### config.mk
export PLATFORM = sky130hd
export DESIGN_NAME = sokl_ram
export DESIGN_NICKNAME = d
export VERILOG_FILES = /design/src/sv/sokl_ram.sv
export SDC_FILE = /design/constraint.sdc
export NUM_CORES = 1
export LEC_CHECK = 0
export BUFFER_PORTS_ARGS = -buffer_cell sky130_fd_sc_hd__buf_2
export CAP_MARGIN = 15
export CORE_ASPECT_RATIO = 0.9
export CORE_UTILIZATION = 35
export CTS_BUF_LIST = sky130_fd_sc_hd__clkbuf_4 sky130_fd_sc_hd__clkbuf_8
export DETAILED_ROUTE_END_ITERATION = 8
export PLACE_DENSITY = 0.61
export SETUP_SLACK_MARGIN = 0.4
export SYNTH_ARGS = -nofsm -noshare
export SYNTH_HDL_FRONTEND = slang
export SYNTH_SLANG_ARGS = --single-unit
### constraint.sdc
create_clock -name clk_i -period 2 [get_ports clk_i]
set_input_delay 0.2 -clock clk_i [delete_from_list [all_inputs] [get_ports clk_i]]
set_output_delay 0.2 -clock clk_i [all_outputs]
set_load 0.02 [all_outputs]
### src/sv/sokl_ram.sv
`default_nettype none

module sokl_ram #(
  parameter int WIDTH = 8,
  parameter int DEPTH = 16
) (
  input  wire logic                     clk_i,
  input  wire logic                     we_i,
  input  wire logic [$clog2(DEPTH)-1:0] waddr_i,
  input  wire logic [WIDTH-1:0]         wdata_i,
  input  wire logic                     re_i,
  input  wire logic [$clog2(DEPTH)-1:0] raddr_i,
  output logic      [WIDTH-1:0]         rdata_o
);

  logic [WIDTH-1:0] mem_q [DEPTH];

  // Write port
  always_ff @(posedge clk_i) begin
    if (we_i) begin
      mem_q[waddr_i] <= wdata_i;
    end
  end

  // Registered read port
  always_ff @(posedge clk_i) begin
    if (re_i) begin
      rdata_o <= mem_q[raddr_i];
    end
  end

endmodule

`default_nettype wire

# Word-level counts from Yosys, hierarchy flattened
# Memory sizes are Yosys's and may differ from the RTL's. A register that Yosys moved wholly into a read port is not among the register bits.
# Cells that the tools add are included.
# classes
n_mux	2
# op_table
operator	n
two-way mux 1 bit	2
# word_totals
input_bits	19
n_memories	1
ramBits	128
wordCells	3
ff_bits	0
out_inout_bits	8
# memory_table
memory	depth	width	read_ports	rd_clocked_by_memory_dff	write_ports	line	text
mem_q	16	8	1	1	1	16	logic [WIDTH-1:0] mem_q [DEPTH];

# Depth between registers and ports, before layout
# logic_depth
ltp_word	2
ltp_mapped	5
mapped_depth_nobuf	3

# Worst setup path after synthesis
# Ideal clock, no wire load.
# synth_timing
path_kind	input -> register
startpoint	input port waddr_i[2]
endpoint	memory mem_q[0][0] (enable)
required_ns	1.617
stages	2
arrival_ns	1.310
path_buffers	0
setup_ns	0.383
setup_slack_ns	0.307
cell_sequence	or3b_2 > nor3_1
# synth_lines
item	line	text
start, declared	9	input wire logic [$clog2(DEPTH)-1:0] waddr_i,
end, declared	16	
# Straight into the memory's write port.

==> impl_results.md <==
* Seq/Total Area, Yosys at 0.781
* HP Start: re_i
* Final design utilization at 0.424
* Post-Route WL at 9680 um
* Status: finished clean
* Total Power at 5.57 mW
* Synthesized area at 5230 um^2
* Routability cong. at 0.700
* CP max stage cell: mux4_2
* N_diodes at 0
* PnR worst setup slack at 521 ps
* CP Launch Type: register
* Clock-pin slew on the worst setup and hold paths at 70 ps
* Num CTS Buffers at 17
* Overflow after GRT at 0
* Crit path from: mem_q[10][6]
* Compound-Gate Fraction of Synth Area at 0.0230
* # Max-Cap Violations at 0
* Buf/Inv on CP at 0
* Worst Tran Pin Value at 402 ps
* CORE AREA at 14300 um^2
* Via count at 2433
* Initial core utilization at 0.365
* Worst r2r src: mem_q[10][6]
* CTS Hold Buffers Added at 0
* Worst vdd ir at 432 uV
* PwrDens at 919 nW/um^2
* Post-CTS setup buffers at 0
* Clock Sinks at 136
* Critical Path RT at 2170 ps
* DR WL/cell at 19.7 um
* DIE WIDTH at 131 um
* CP Capture Type: register
* Initial DRT Pass Iterations at 4
* Simple-gate share of the synthesized area at 0.0314
* Setup Skew at 8.39 ps
* Crit path max-delay family: multiplexers
* Die footprint at 15400 um^2
* Cells after Synth at 229
* Final Cell Area at 6060 um^2
* Largest net degree at the start of global routing at 33
* Resized cells post-CTS at 0
* Synthesis-stage register bit count at 136
* Post-Place Setup Slack at 225 ps
* Area grow syn2layout at 16.0%
* CP Cell Sequence: mux4_2 -> a22oi_1 -> nand2_1
* Final worst-path cycle share at 0.740
* Final hold viol count at 0
* Initial antenna violation count at 1
* DRT iter0 DRCs at 212
* Post-DP HPWL at 6430 um
* Mux share of post-synthesis cell area at 0.148
* Port bufs at 26
* Syn Nets at 248
* Die Y at 118 um
* Synth cell types at 18
* Tmin final at 1480 ps
* Setup TNS Final at 0 ps
* DR vias/cell at 4.96
* Ys Warns at 0
* Wire length of the first global-routing pass at 15200 um
* Leak Pwr at 2.00 nW
* Post-synthesis adder-cell area fraction at 0
* RSZ-0062 raised after global routing: false
* GRT Resource Usage Total at 0.141
* Skew-Pair Late Insertion Delay at 420 ps
* Critical path arrival at 1640 ps
* TritonCTS clock tree: built
* HP Class: input pin to register
* Final setup fails at 0
* FMAX at 676 MHz
* Syn avg cell area at 22.8 um^2
* Number of global-route vias before repair at 2653
* Slew margin rel. at 0.732
* Row cnt at 41
* Post-synthesis xor/xnor area fraction at 0
* Placed inst area at 5700 um^2
* Final Max Tran Viols at 0
* Largest family of logic cells by synthesized area: multiplexers
* Slowest cell delay on critical path at 480 ps
* Final ANT Viol Nets at 0
* DRC Markers at 0
* Nets at 304
* IO Count at 27
* CTS max path bufs at 2
* H-tree Lvls at 4
* CP Class: register to register
* Root Buffer: clkbuf_8
* Fraction of layout cells with a size suffix above 1 at 0.322
* CP max FO at 1
-- cell usage after synthesis --
library cell	n	area, um^2
clkdlybuf4s25_2	3	30.0
a22oi_1	16	120
nand2b_1	2	12.5
edfxtp_1	136	4080
and2_1	1	6.26
mux4_2	18	405
nand3b_1	2	15.0
nor2_1	13	48.8
nand2_1	9	33.8
buf_4	1	7.51
nor3_1	4	20.0
and2b_1	1	7.51
mux4_1	14	368
nor2b_1	1	6.26
buf_2	3	15.0
buf_6	3	33.8
nand3_1	1	5.00
or3b_2	1	8.76
-- routing by layer --
metal	share of wire	up-vias	routed length, um	track usage
met5	0.0018	-	17	0
met4	0.010	2	99	0.0460
met3	0.055	13	528	0.0455
met2	0.48	63	4630	0.217
met1	0.45	1265	4400	0.189
li1	-	1090	-	-
-- path summary, 6_finish.rpt --
| check | endpoint | slack, ps | depth (start not counted) |
|---|---|---|---|
| worst max-delay path | rdata_o[6] | 520 | 3 |
| worst min-delay path | rdata_o[1] | 150 | 1 |
| worst max register to register | rdata_o[6] | 520 | 3 |
| worst min register to register | rdata_o[0] | 760 | 3 |
-- logic make-up after synthesis --
logic type / Yosys count
flops: 136
mux: 32
compound gates: 16
buf+inv: 10
simple gates: 35
-- flip-flops by register name, indices dropped and copies added (netlist names) --
signal and cells:
mem_q 128, rdata_o 8
-- layout make-up --
type / count / area, um^2
Fill cell: 1258 / 8250
Sequential cell: 136 / 4080
Multi-Input combinational cell: 83 / 1060
Timing Repair Buffer: 47 / 313
Tap cell: 193 / 241
Clock buffer: 17 / 234
Clock inverter: 15 / 128
-- per-stage QoR --
stage          cells  hold WS, ps
3_5_place_dp     459          588
5_1_grt          491          133
2_1_floorplan    229          299
3_3_place_gp     459          579
4_1_cts          491          127
6_report         491          146
-- placed cells by master, fill, tap and decap left out, types with 2 or more instances in the layout --
master,count
inv_6,4
nor2_1,13
buf_4,19
clkinvlp_4,5
mux4_1,14
a22oi_1,16
mux4_2,18
nor3_1,3
clkinv_1,3
nand2_1,9
nand3b_1,2
buf_2,26
nand2b_1,2
buf_12,2
clkbuf_8,17
edfxtp_1,136
-- power by group --
part / leakage [nW] / switching [mW] / total, mW / internal [mW]
Clock: 0.168 / 1.06 / 2.04 / 0.981
Combinational: 0.595 / 0.177 / 0.305 / 0.128
Sequential: 1.24 / 0.0174 / 3.22 / 3.21
No activity file was read; power rests on OpenSTA's default activity.
