File: config.mk
export PLATFORM = sky130hd
export DESIGN_NAME = sokl_ctrl
export DESIGN_NICKNAME = d
export VERILOG_FILES = /design/src/sv/sokl_pkg.sv /design/src/sv/sokl_ctrl.sv
export SDC_FILE = /design/constraint.sdc
export NUM_CORES = 1
export LEC_CHECK = 0
export ABC_AREA = 1
export BUFFER_PORTS_ARGS = -buffer_cell sky130_fd_sc_hd__buf_2
export CORE_MARGIN = 8
export CORE_UTILIZATION = 46
export CTS_BUF_LIST = sky130_fd_sc_hd__clkbuf_4
export DETAILED_ROUTE_END_ITERATION = 16
export PLACE_DENSITY_LB_ADDON = 0.2
export SYNTH_ARGS = -nofsm -noshare
export SYNTH_HDL_FRONTEND = slang
export SYNTH_SLANG_ARGS = --single-unit
File: constraint.sdc
create_clock -name clk_i -period 4.95 [get_ports clk_i]
set_clock_uncertainty 0.15 [all_clocks]
set_input_delay 0.99 -clock clk_i [delete_from_list [all_inputs] [get_ports clk_i]]
set_output_delay 0.99 -clock clk_i [all_outputs]
set_load 0.02 [all_outputs]
File: src/sv/sokl_pkg.sv
`default_nettype none

package sokl_pkg;

  // List geometry
  localparam int LIST_DEPTH    = 256;
  localparam int PAYLOAD_WIDTH = 32;
  localparam int KEY_W         = 32;
  localparam int PORT_PAY_W    = 32;
  localparam int FUNC_W        = 2;
  localparam int POLICY_W      = 2;
  localparam int STATUS_W      = 2;
  localparam int ADDR_W        = $clog2(LIST_DEPTH);
  localparam int CNT_W         = $clog2(LIST_DEPTH + 1);
  localparam int ENTRY_W       = KEY_W + PAYLOAD_WIDTH;

  // Operation codes
  typedef enum logic [FUNC_W-1:0] {
    FN_INSERT = 2'd0,
    FN_REMOVE = 2'd1,
    FN_LOOKUP = 2'd2
  } sokl_func_e;

  // Reorder policy after a lookup hit; the unused code keeps the order
  typedef enum logic [POLICY_W-1:0] {
    POL_KEEP      = 2'd0,
    POL_TRANSPOSE = 2'd1,
    POL_TO_FRONT  = 2'd2
  } sokl_policy_e;

  // Result status
  typedef enum logic [STATUS_W-1:0] {
    STS_OK        = 2'd0,
    STS_NOT_FOUND = 2'd1,
    STS_FULL      = 2'd2
  } sokl_status_e;

  // Sequencer states
  typedef enum logic [2:0] {
    S_IDLE,
    S_WALK,
    S_CP_RD,
    S_CP_WR,
    S_FINAL,
    S_DONE
  } sokl_state_e;

  // One result from the sequencer to the output register
  typedef struct packed {
    sokl_status_e            status;
    logic [PORT_PAY_W-1:0]   found_payload;
    logic [CNT_W-1:0]        probes;
    logic [CNT_W-1:0]        list_length;
  } sokl_result_t;

  // Truncate an input payload to the stored width
  function automatic logic [PAYLOAD_WIDTH-1:0] pay_from_port(logic [PORT_PAY_W-1:0] p);
    logic [63:0] w;
    w = 64'(p);
    return w[PAYLOAD_WIDTH-1:0];
  endfunction

  // Zero-extend or truncate a stored payload to the port width
  function automatic logic [PORT_PAY_W-1:0] pay_to_port(logic [PAYLOAD_WIDTH-1:0] p);
    logic [63:0] w;
    w = 64'(p);
    return w[PORT_PAY_W-1:0];
  endfunction

endpackage

`default_nettype wire

File: src/sv/sokl_ctrl.sv
`default_nettype none

module sokl_ctrl (
  input  wire logic                                clk_i,
  input  wire logic                                rst_ni,
  input  wire logic                                start_i,
  input  wire sokl_pkg::sokl_func_e                func_i,
  input  wire logic [sokl_pkg::KEY_W-1:0]          key_i,
  input  wire logic [sokl_pkg::PAYLOAD_WIDTH-1:0]  pay_i,
  input  wire logic [sokl_pkg::POLICY_W-1:0]       policy_i,
  output logic                                     busy_o,
  output logic                                     res_valid_o,
  output sokl_pkg::sokl_result_t                   res_o,
  input  wire logic                                res_take_i,
  output logic                                     ram_we_o,
  output logic [sokl_pkg::ADDR_W-1:0]              ram_waddr_o,
  output logic [sokl_pkg::ENTRY_W-1:0]             ram_wdata_o,
  output logic                                     ram_re_o,
  output logic [sokl_pkg::ADDR_W-1:0]              ram_raddr_o,
  input  wire logic [sokl_pkg::ENTRY_W-1:0]        ram_rdata_i
);

  import sokl_pkg::*;

  localparam logic [CNT_W-1:0] FULL_CNT = CNT_W'(LIST_DEPTH);
  localparam logic [CNT_W-1:0] ONE_CNT  = CNT_W'(1);

  // Control state
  sokl_state_e              state_q, state_d;
  logic [CNT_W-1:0]         count_q, count_d;
  logic                     cmp_vld_q, cmp_vld_d;

  // Working registers
  sokl_func_e               func_q, func_d;
  logic [KEY_W-1:0]         key_q, key_d;
  logic [CNT_W-1:0]         idx_q, idx_d;
  logic [CNT_W-1:0]         cmp_idx_q, cmp_idx_d;
  logic [CNT_W-1:0]         j_q, j_d;
  logic [CNT_W-1:0]         stop_q, stop_d;
  logic                     dir_up_q, dir_up_d;
  logic                     fin_en_q, fin_en_d;
  logic [ADDR_W-1:0]        fin_addr_q, fin_addr_d;
  logic [KEY_W-1:0]         fin_key_q, fin_key_d;
  logic [PAYLOAD_WIDTH-1:0] fin_pay_q, fin_pay_d;
  sokl_status_e             status_q, status_d;
  logic [PORT_PAY_W-1:0]    found_q, found_d;
  logic [CNT_W-1:0]         probes_q, probes_d;

  logic [KEY_W-1:0]         rd_key;
  logic [PAYLOAD_WIDTH-1:0] rd_pay;
  logic [CNT_W-1:0]         cmp_nxt;
  logic [CNT_W-1:0]         cmp_prv;
  logic [CNT_W-1:0]         j_nxt;
  logic [CNT_W-1:0]         j_prv;
  logic                     cp_more;

  assign rd_key  = ram_rdata_i[ENTRY_W-1 -: KEY_W];
  assign rd_pay  = ram_rdata_i[PAYLOAD_WIDTH-1:0];
  assign cmp_nxt = cmp_idx_q + ONE_CNT;
  assign cmp_prv = cmp_idx_q - ONE_CNT;
  assign j_nxt   = j_q + ONE_CNT;
  assign j_prv   = j_q - ONE_CNT;
  assign cp_more = dir_up_q ? (j_nxt < count_q) : (j_q != stop_q);

  assign busy_o = (state_q != S_IDLE);

  assign res_o.status        = status_q;
  assign res_o.found_payload = found_q;
  assign res_o.probes        = probes_q;
  assign res_o.list_length   = count_q;

  // Sequencer: walk compares one entry a cycle; copy moves each entry with a read state and then a write state
  always_comb begin
    state_d     = state_q;
    count_d     = count_q;
    cmp_vld_d   = cmp_vld_q;
    func_d      = func_q;
    key_d       = key_q;
    idx_d       = idx_q;
    cmp_idx_d   = cmp_idx_q;
    j_d         = j_q;
    stop_d      = stop_q;
    dir_up_d    = dir_up_q;
    fin_en_d    = fin_en_q;
    fin_addr_d  = fin_addr_q;
    fin_key_d   = fin_key_q;
    fin_pay_d   = fin_pay_q;
    status_d    = status_q;
    found_d     = found_q;
    probes_d    = probes_q;
    ram_we_o    = 1'b0;
    ram_waddr_o = '0;
    ram_wdata_o = '0;
    ram_re_o    = 1'b0;
    ram_raddr_o = '0;
    res_valid_o = 1'b0;

    case (state_q)
      S_IDLE: begin
        if (start_i) begin
          func_d   = func_i;
          key_d    = key_i;
          found_d  = '0;
          probes_d = '0;
          case (func_i)
            FN_INSERT: begin
              if (count_q == FULL_CNT) begin
                status_d = STS_FULL;
                state_d  = S_DONE;
              end else begin
                status_d   = STS_OK;
                count_d    = count_q + ONE_CNT;
                j_d        = count_q;
                stop_d     = '0;
                dir_up_d   = 1'b0;
                fin_en_d   = 1'b1;
                fin_addr_d = '0;
                fin_key_d  = key_i;
                fin_pay_d  = pay_i;
                state_d    = S_CP_RD;
              end
            end
            FN_REMOVE, FN_LOOKUP: begin
              if (count_q == '0) begin
                status_d = STS_NOT_FOUND;
                state_d  = S_DONE;
              end else begin
                idx_d     = '0;
                cmp_vld_d = 1'b0;
                state_d   = S_WALK;
              end
            end
            default: begin
              status_d = STS_NOT_FOUND;
              state_d  = S_DONE;
            end
          endcase
        end
      end

      S_WALK: begin
        // Issue the next read while comparing the previous one
        cmp_idx_d = idx_q;
        if (idx_q < count_q) begin
          ram_re_o    = 1'b1;
          ram_raddr_o = idx_q[ADDR_W-1:0];
          idx_d       = idx_q + ONE_CNT;
          cmp_vld_d   = 1'b1;
        end else begin
          cmp_vld_d = 1'b0;
        end
        if (cmp_vld_q) begin
          if (rd_key == key_q) begin
            status_d  = STS_OK;
            found_d   = pay_to_port(rd_pay);
            probes_d  = cmp_nxt;
            fin_key_d = rd_key;
            fin_pay_d = rd_pay;
            j_d       = cmp_idx_q;
            if (func_q == FN_REMOVE) begin
              dir_up_d = 1'b1;
              fin_en_d = 1'b0;
              state_d  = S_CP_RD;
            end else if (cmp_idx_q != '0 && policy_i == POL_TRANSPOSE) begin
              dir_up_d   = 1'b0;
              stop_d     = cmp_prv;
              fin_en_d   = 1'b1;
              fin_addr_d = cmp_prv[ADDR_W-1:0];
              state_d    = S_CP_RD;
            end else if (cmp_idx_q != '0 && policy_i == POL_TO_FRONT) begin
              dir_up_d   = 1'b0;
              stop_d     = '0;
              fin_en_d   = 1'b1;
              fin_addr_d = '0;
              state_d    = S_CP_RD;
            end else begin
              state_d = S_DONE;
            end
          end else if (cmp_nxt == count_q) begin
            status_d = STS_NOT_FOUND;
            probes_d = count_q;
            state_d  = S_DONE;
          end
        end
      end

      S_CP_RD: begin
        if (cp_more) begin
          ram_re_o    = 1'b1;
          ram_raddr_o = dir_up_q ? j_nxt[ADDR_W-1:0] : j_prv[ADDR_W-1:0];
          state_d     = S_CP_WR;
        end else begin
          if (func_q == FN_REMOVE) begin
            count_d = count_q - ONE_CNT;
          end
          state_d = fin_en_q ? S_FINAL : S_DONE;
        end
      end

      S_CP_WR: begin
        ram_we_o    = 1'b1;
        ram_waddr_o = j_q[ADDR_W-1:0];
        ram_wdata_o = ram_rdata_i;
        j_d         = dir_up_q ? j_nxt : j_prv;
        state_d     = S_CP_RD;
      end

      S_FINAL: begin
        ram_we_o    = 1'b1;
        ram_waddr_o = fin_addr_q;
        ram_wdata_o = {fin_key_q, fin_pay_q};
        state_d     = S_DONE;
      end

      S_DONE: begin
        res_valid_o = 1'b1;
        if (res_take_i) begin
          state_d = S_IDLE;
        end
      end

      default: begin
        state_d = S_IDLE;
      end
    endcase
  end

  // Control registers
  always_ff @(posedge clk_i or negedge rst_ni) begin
    if (!rst_ni) begin
      state_q   <= S_IDLE;
      count_q   <= '0;
      cmp_vld_q <= 1'b0;
    end else begin
      state_q   <= state_d;
      count_q   <= count_d;
      cmp_vld_q <= cmp_vld_d;
    end
  end

  // Working registers
  always_ff @(posedge clk_i) begin
    func_q     <= func_d;
    key_q      <= key_d;
    idx_q      <= idx_d;
    cmp_idx_q  <= cmp_idx_d;
    j_q        <= j_d;
    stop_q     <= stop_d;
    dir_up_q   <= dir_up_d;
    fin_en_q   <= fin_en_d;
    fin_addr_q <= fin_addr_d;
    fin_key_q  <= fin_key_d;
    fin_pay_q  <= fin_pay_d;
    status_q   <= status_d;
    found_q    <= found_d;
    probes_q   <= probes_d;
  end

endmodule

`default_nettype wire

* After elaboration in Yosys (flattened, before gate mapping)
Index checks and enable logic that the tools add are counted.
** Word-level totals
- Register bits after elaboration :: 200
- Bits in latches :: 0
- Bits in writable memories :: 0
- ROM bits :: 0
- Input bits :: 136
- Word-level logic and storage cells :: 191
- Memories :: 0
** Operators by class
- Add/subtract/negate cells :: 7
- $mul :: 0
- Divide/modulo/power cells :: 0
- Magnitude comparators :: 2
- Eq/ne operators :: 30
- Shifts and indexed selects :: 0
- Muxes and demuxes :: 111
- Bitwise operators :: 0
- Reduce and logical (&&, ||, !) cells :: 24
** Operators by type and width (number)
- 32-bit two-way mux :: 11
- 9-bit two-way mux :: 27
- 32-bit case mux with 2 select lines :: 3
- 64-bit case mux with 2 select lines :: 1
- 8-bit two-way mux :: 11
- 9-bit case mux with 2 select lines :: 4
- 8-bit case mux with 2 select lines :: 3
- 9-bit by 1-bit adder with 9-bit output, second input constant :: 4
- 3-bit two-way mux :: 11
- 32-bit == test :: 1
- 9-bit case mux with 3 select lines :: 1
- 9-bit by 1-bit subtractor with 9-bit output, second input constant :: 3
- 1-bit two-way mux :: 25
- 2-bit != test, second input constant :: 10
- 9-bit less-than comparator :: 2
- 3-bit case mux with 6 select lines :: 1
- 6-bit AND reduction :: 3
- 4-bit AND reduction :: 4
- 2-bit two-way mux :: 6
- 5-bit AND reduction :: 2
- 9-bit == test :: 1
- 9-bit == test, second input constant :: 1
- 9-bit zero test :: 1
- 3-bit != test, second input constant :: 3
- other kinds (21) :: 35

* Longest topological paths before layout
- Word-level depth :: 8
- Mapped depth :: 18
- Gate-level depth less buffers :: 18

* Least setup slack after synthesis
OpenSTA, ideal clock, no wires.
- Kind :: input port to flip-flop
- Start :: in ram_rdata_i[45] in the netlist's numbering
- End :: reg found_q[0] (enable)
- Data arrival time :: 3953 ps
- Required time :: 4339 ps
- Setup slack :: 386 ps
- Cell stages on the path :: 9
- Cells stage by stage :: xnor2_1 -> inv_1 -> nor2_1 -> nand2_1 -> nor2_1 -> nand2_1 -> nor2_4 -> nor2_4 -> nor3_1
** Between the ends
- Longest elaborated chain between the ends :: 3
** RTL lines
- start, declared :: RTL line sokl_ctrl.sv:20 : input wire logic [sokl_pkg::ENTRY_W-1:0] ram_rdata_i
- 32-bit == test :: RTL line sokl_ctrl.sv:153 : if (rd_key == key_q) begin
- 2-bit != test (no source line)
- 4-bit AND reduction (no source line)
- end signal, assigned :: RTL line sokl_ctrl.sv:255 : found_q <= found_d;
- end, declared :: RTL line sokl_ctrl.sv:46 : logic [PORT_PAY_W-1:0] found_q, found_d;
Every way passes these cells.
A chain may end at the register's enable or synchronous reset.

* Worst setup path after layout
- Start :: reg j_q[0]
- End :: out ram_raddr_o[7] in the netlist's numbering
** Between the ends
- Longest elaborated chain between the ends :: 5
- Elaborated cells between the ends (all ways) :: 8
- Classes of those cells :: 2 x add/sub; 1 x order compare; 1 x eq/ne; 4 x mux
** RTL lines
- start, declared :: RTL line sokl_ctrl.sv:38 : logic [CNT_W-1:0] j_q, j_d;
- start signal, assigned :: RTL line sokl_ctrl.sv:247 : j_q <= j_d;
- 9-bit by 1-bit adder with 9-bit output :: RTL line sokl_ctrl.sv:61 : assign j_nxt = j_q + ONE_CNT;
- 9-bit less-than comparator :: RTL line sokl_ctrl.sv:63 : assign cp_more = dir_up_q ? (j_nxt < count_q) : (j_q != stop_q);
- 1-bit two-way mux :: RTL line sokl_ctrl.sv:63
- 8-bit two-way mux * :: RTL line sokl_ctrl.sv:188 : if (cp_more) begin
- 8-bit case mux with 2 select lines * :: RTL line sokl_ctrl.sv:98 : case (state_q)
- end, declared :: RTL line sokl_ctrl.sv:19 : output logic [sokl_pkg::ADDR_W-1:0] ram_raddr_o,
Every way passes the cells marked *; elsewhere a longest branch is shown, timed or not.

==> impl_results.md <==
* Run status: finished, final reports clean
* Period utilization at 93.64%
* Final Cell Area at 0.01297 sq mm
* Max Cap Violations at 0
* Dpl ws at ~0.83 ns
* Total grt overflow at 0
* Clock-pin slew on the worst setup and hold paths at 0.18 ns
* Total number of yosys warnings at 0
* Xor/xnor share of the synthesized area at 4.680%
* Yosys top cell area share at 48.69%
* Mapped Cells at 1,238
* GRT Util Overall at 21.90%
* CTS tree: done
* First-pass GRT wire length at 49,900 um
* Yosys top cell by area: edfxtp_1
* Worst setup margin at roughly 0.31 ns
* Critical Path Fanout Max at 12
* Max Root-Sink Buffers at 2
* Largest net degree at the start of global routing at slightly above 100
* Simple-Gate Fraction of Synth Area at 16.61%
* Power Dens Cells at approximately 630 mW/mm^2
* Netlist cell types at 46
* CP bufs+invs at 2
* Antenna Nets Post-Route at 0
* Share of cells above drive strength 1 at roughly 24%
* H-tree levels at 4
* Relative slew margins at 28.47%
* Mapped Avg Cell Area at 8.918 sq um
* Synth area leaders: edfxtp_1, nand2_1, inv_1
* Drt total wl at approximately 33,000 um
* Initial core utilization at 46.90%
* Worst VDD drop at 447.9 uV
* Finish-stage setup viols at 0
* Cell family with most CP delay: simple AND/OR/NAND/NOR gates
* Most common cell after layout, fill and taps aside: buf_2
* Slowest stage delay, CP at 0.46 ns
* Placed Area at 0.01263 sq mm
* FP Rows at 56
* Commonest non-fill, non-tap cells in the layout: buf_2, nand2_1, inv_1, edfxtp_1, nor2_1
* Die width at 170.9 um
* # fillers at approximately 2.2k
* CTS buffer count at 17
* Critical Path RT at roughly 3.8 ns
* Cell area after synthesis at 0.01104 sq mm
* Period minus WS final at between 4 and 5 ns
* Ys flop type: edfxtp_1
* TritonRoute pass-1 iters at 5
* Avg WL per Cell at approximately 18 um
* GP Congestion at 0.9056
* Synth Area in Compound Gates at a little over an eighth
* Hold Buf Count CTS at 0
* CP cell instances: ha_1, nand2_1, nor2_1, nand3_1, nor3_1, xor2_1, inv_1, ha_1, a21oi_1, o21a_1, nand3_1, nand2_1, nand3_4, o22ai_1, buf_2
* Data arrival, critical path at roughly 3.5 ns
* EDFF count, synth at 179
* Die Y at 170.9 um
* Mapped Nets at around 1.4k
* Core area at 0.02354 sq mm
* Largest family of logic cells by synthesized area: simple AND/OR/NAND/NOR gates
* Area of the multi-input gates at 0.004242 sq mm
* Worst slew pin tran at approximately 1.1 ns
* IO Port Bufs at 271
* Post-DP HPWL at approximately 25,000 um
* Reg area at 0.005700 sq mm
* DIE AREA at roughly 0.03 sq mm
* P&R area growth vs syn at 17.45%
* RSZ-0062 raised after global routing: no
* Clock sink count at roughly 190
* Final nets at 1,657
* Critical Path Start Type: register
* Via/cell ratio at roughly 5.2
* Fin Setup TNS at 0 ns
* Max Clock Freq at 0.2157 GHz
* Mux contribution to synthesized area at 0%
* Clk Latency, worst-skew pair at 0.59 ns
* Pins over their slew limit at 0
* Sequential fraction of the synthesis area at between 50% and 60%
* Leakage at 6.055 nW
* Final Hold Viols at 0
* Worst hold-check path type: input port to async pin
* Iteration-0 DRC Markers at 779
* WS Path Type: register to output pin
* Setup crit end kind: output pin
* Synth async-reset ratio at 6.771%
* Initial antenna violation count at 7
* Number of global-route vias before repair at around 9k
* Number of synthesized register bits at roughly 190
* Post-Synth Adder-Cell Area at 3.581%
* Critical path's slowest cell: edfxtp_1
* Root Buffer: clkbuf_4
* I/O pin cnt at 272
* Via count at around 9.5k
* Drc violations at 0
-- worst reg2reg max path, delay by kind of cell (launching register included) --
kind / cells / cell delay (ns)
and+or+nand+nor: 7 / 1.80
DFF: 1 / 0.52
buffers and inverters: 2 / 0.36
AOI/OAI and AO/OA: 1 / 0.10
-- sequential cells by signal, summed over array words and instances (netlist names), 2 cells and up --
register	flops
cmp_idx_q	9
count_q	9
fin_key_q	32
fin_pay_q	32
found_q	32
func_q	2
idx_q	9
j_q	9
key_q	32
probes_q	9
state_q	3
status_q	2
stop_q	9
-- area by class of cell --
| type | instances | area share (%) |
|---|---|---|
| Timing Repair Buffer | 282 | 11.19 |
| Tap cell | 319 | 3.078 |
| Antenna cell | 6 | 0.1158 |
| Inverter | 228 | 6.658 |
| Clock buffer | 17 | 0.9842 |
| Multi-Input combinational cell | 769 | 32.71 |
| Sequential cell | 192 | 43.96 |
| Clock inverter | 14 | 1.303 |
-- synthesized netlist by cell type (8+ instances only) --
| master | n |
|---|---|
| a21oi_1 | 38 |
| buf_2 | 25 |
| dfrtp_1 | 13 |
| edfxtp_1 | 179 |
| ha_1 | 30 |
| inv_1 | 215 |
| inv_2 | 11 |
| nand2_1 | 224 |
| nand3_1 | 41 |
| nand4_1 | 13 |
| nor2_1 | 112 |
| nor2_2 | 8 |
| o21ai_0 | 93 |
| o21ai_2 | 8 |
| o22ai_1 | 82 |
| xnor2_1 | 33 |
| xor2_1 | 26 |
-- repair_timing --
action | in CTS | in global routing
setup buffers | 0 | 2
setup endpoints to repair | 0 | 8
resized for setup | 0 | 1
hold endpoints to repair | 0 | 0
-- routing by layer --
layer	up-vias	track usage (%)	wire, um
met5	-	0	27
met2	389	35.48	15060
met1	4376	29.23	14470
met4	4	6.503	503
met3	33	4.540	2656
li1	4651	-	-
-- through the flow --
step | total power [W] | cells | util [%] | hold WS [ns]
CTS | 0.008134 | 1819 | 54.92 | 0.08061
floorplan | 0.005943 | 1238 | - | 0.3109
detailed placement | 0.007231 | 1788 | 53.66 | 0.3478
global placement | 0.007168 | 1788 | 53.66 | 0.3336
finish | 0.008121 | 1827 | 55.08 | 0.1272
global route | 0.008689 | 1827 | 55.08 | 0.06861
-- cells by family after synthesis --
logic type,count (synthesis)
DFF,192
buffers and inverters,277
xor gates and xnor gates,59
adders and majority gates,31
AOI/OAI and AO/OA,251
and+or+nand+nor,428
-- worst paths after layout --
check	start	endpoint	slack, ns	cells after the start
setup / recovery	j_q[0]$_DFFE_PP_	ram_raddr_o[7]	0.31	15
max in group asynchronous	rst_ni	state_q[2]$_DFFE_PN0P_	4.23	1
setup reg to reg	state_q[2]$_DFFE_PN0P_	stop_q[8]$_SDFFCE_PN0P_	1.74	10
min in group clk_i	cmp_vld_q$_DFFE_PN0P_	cmp_vld_q$_DFFE_PN0P_	0.38	2
hold reg to reg	cmp_vld_q$_DFFE_PN0P_	cmp_vld_q$_DFFE_PN0P_	0.38	2
hold / removal	rst_ni	count_q[4]$_DFFE_PN0P_	0.13	1
-- where the power goes --
| part | internal [W] | total (W) | switching [W] |
|---|---|---|---|
| Clock | 0.000277 | 0.000898 | 0.000621 |
| Combinational | 0.00119 | 0.00404 | 0.00286 |
| Sequential | 0.00278 | 0.00318 | 0.000398 |
Power figures use the tool's default switching activity.
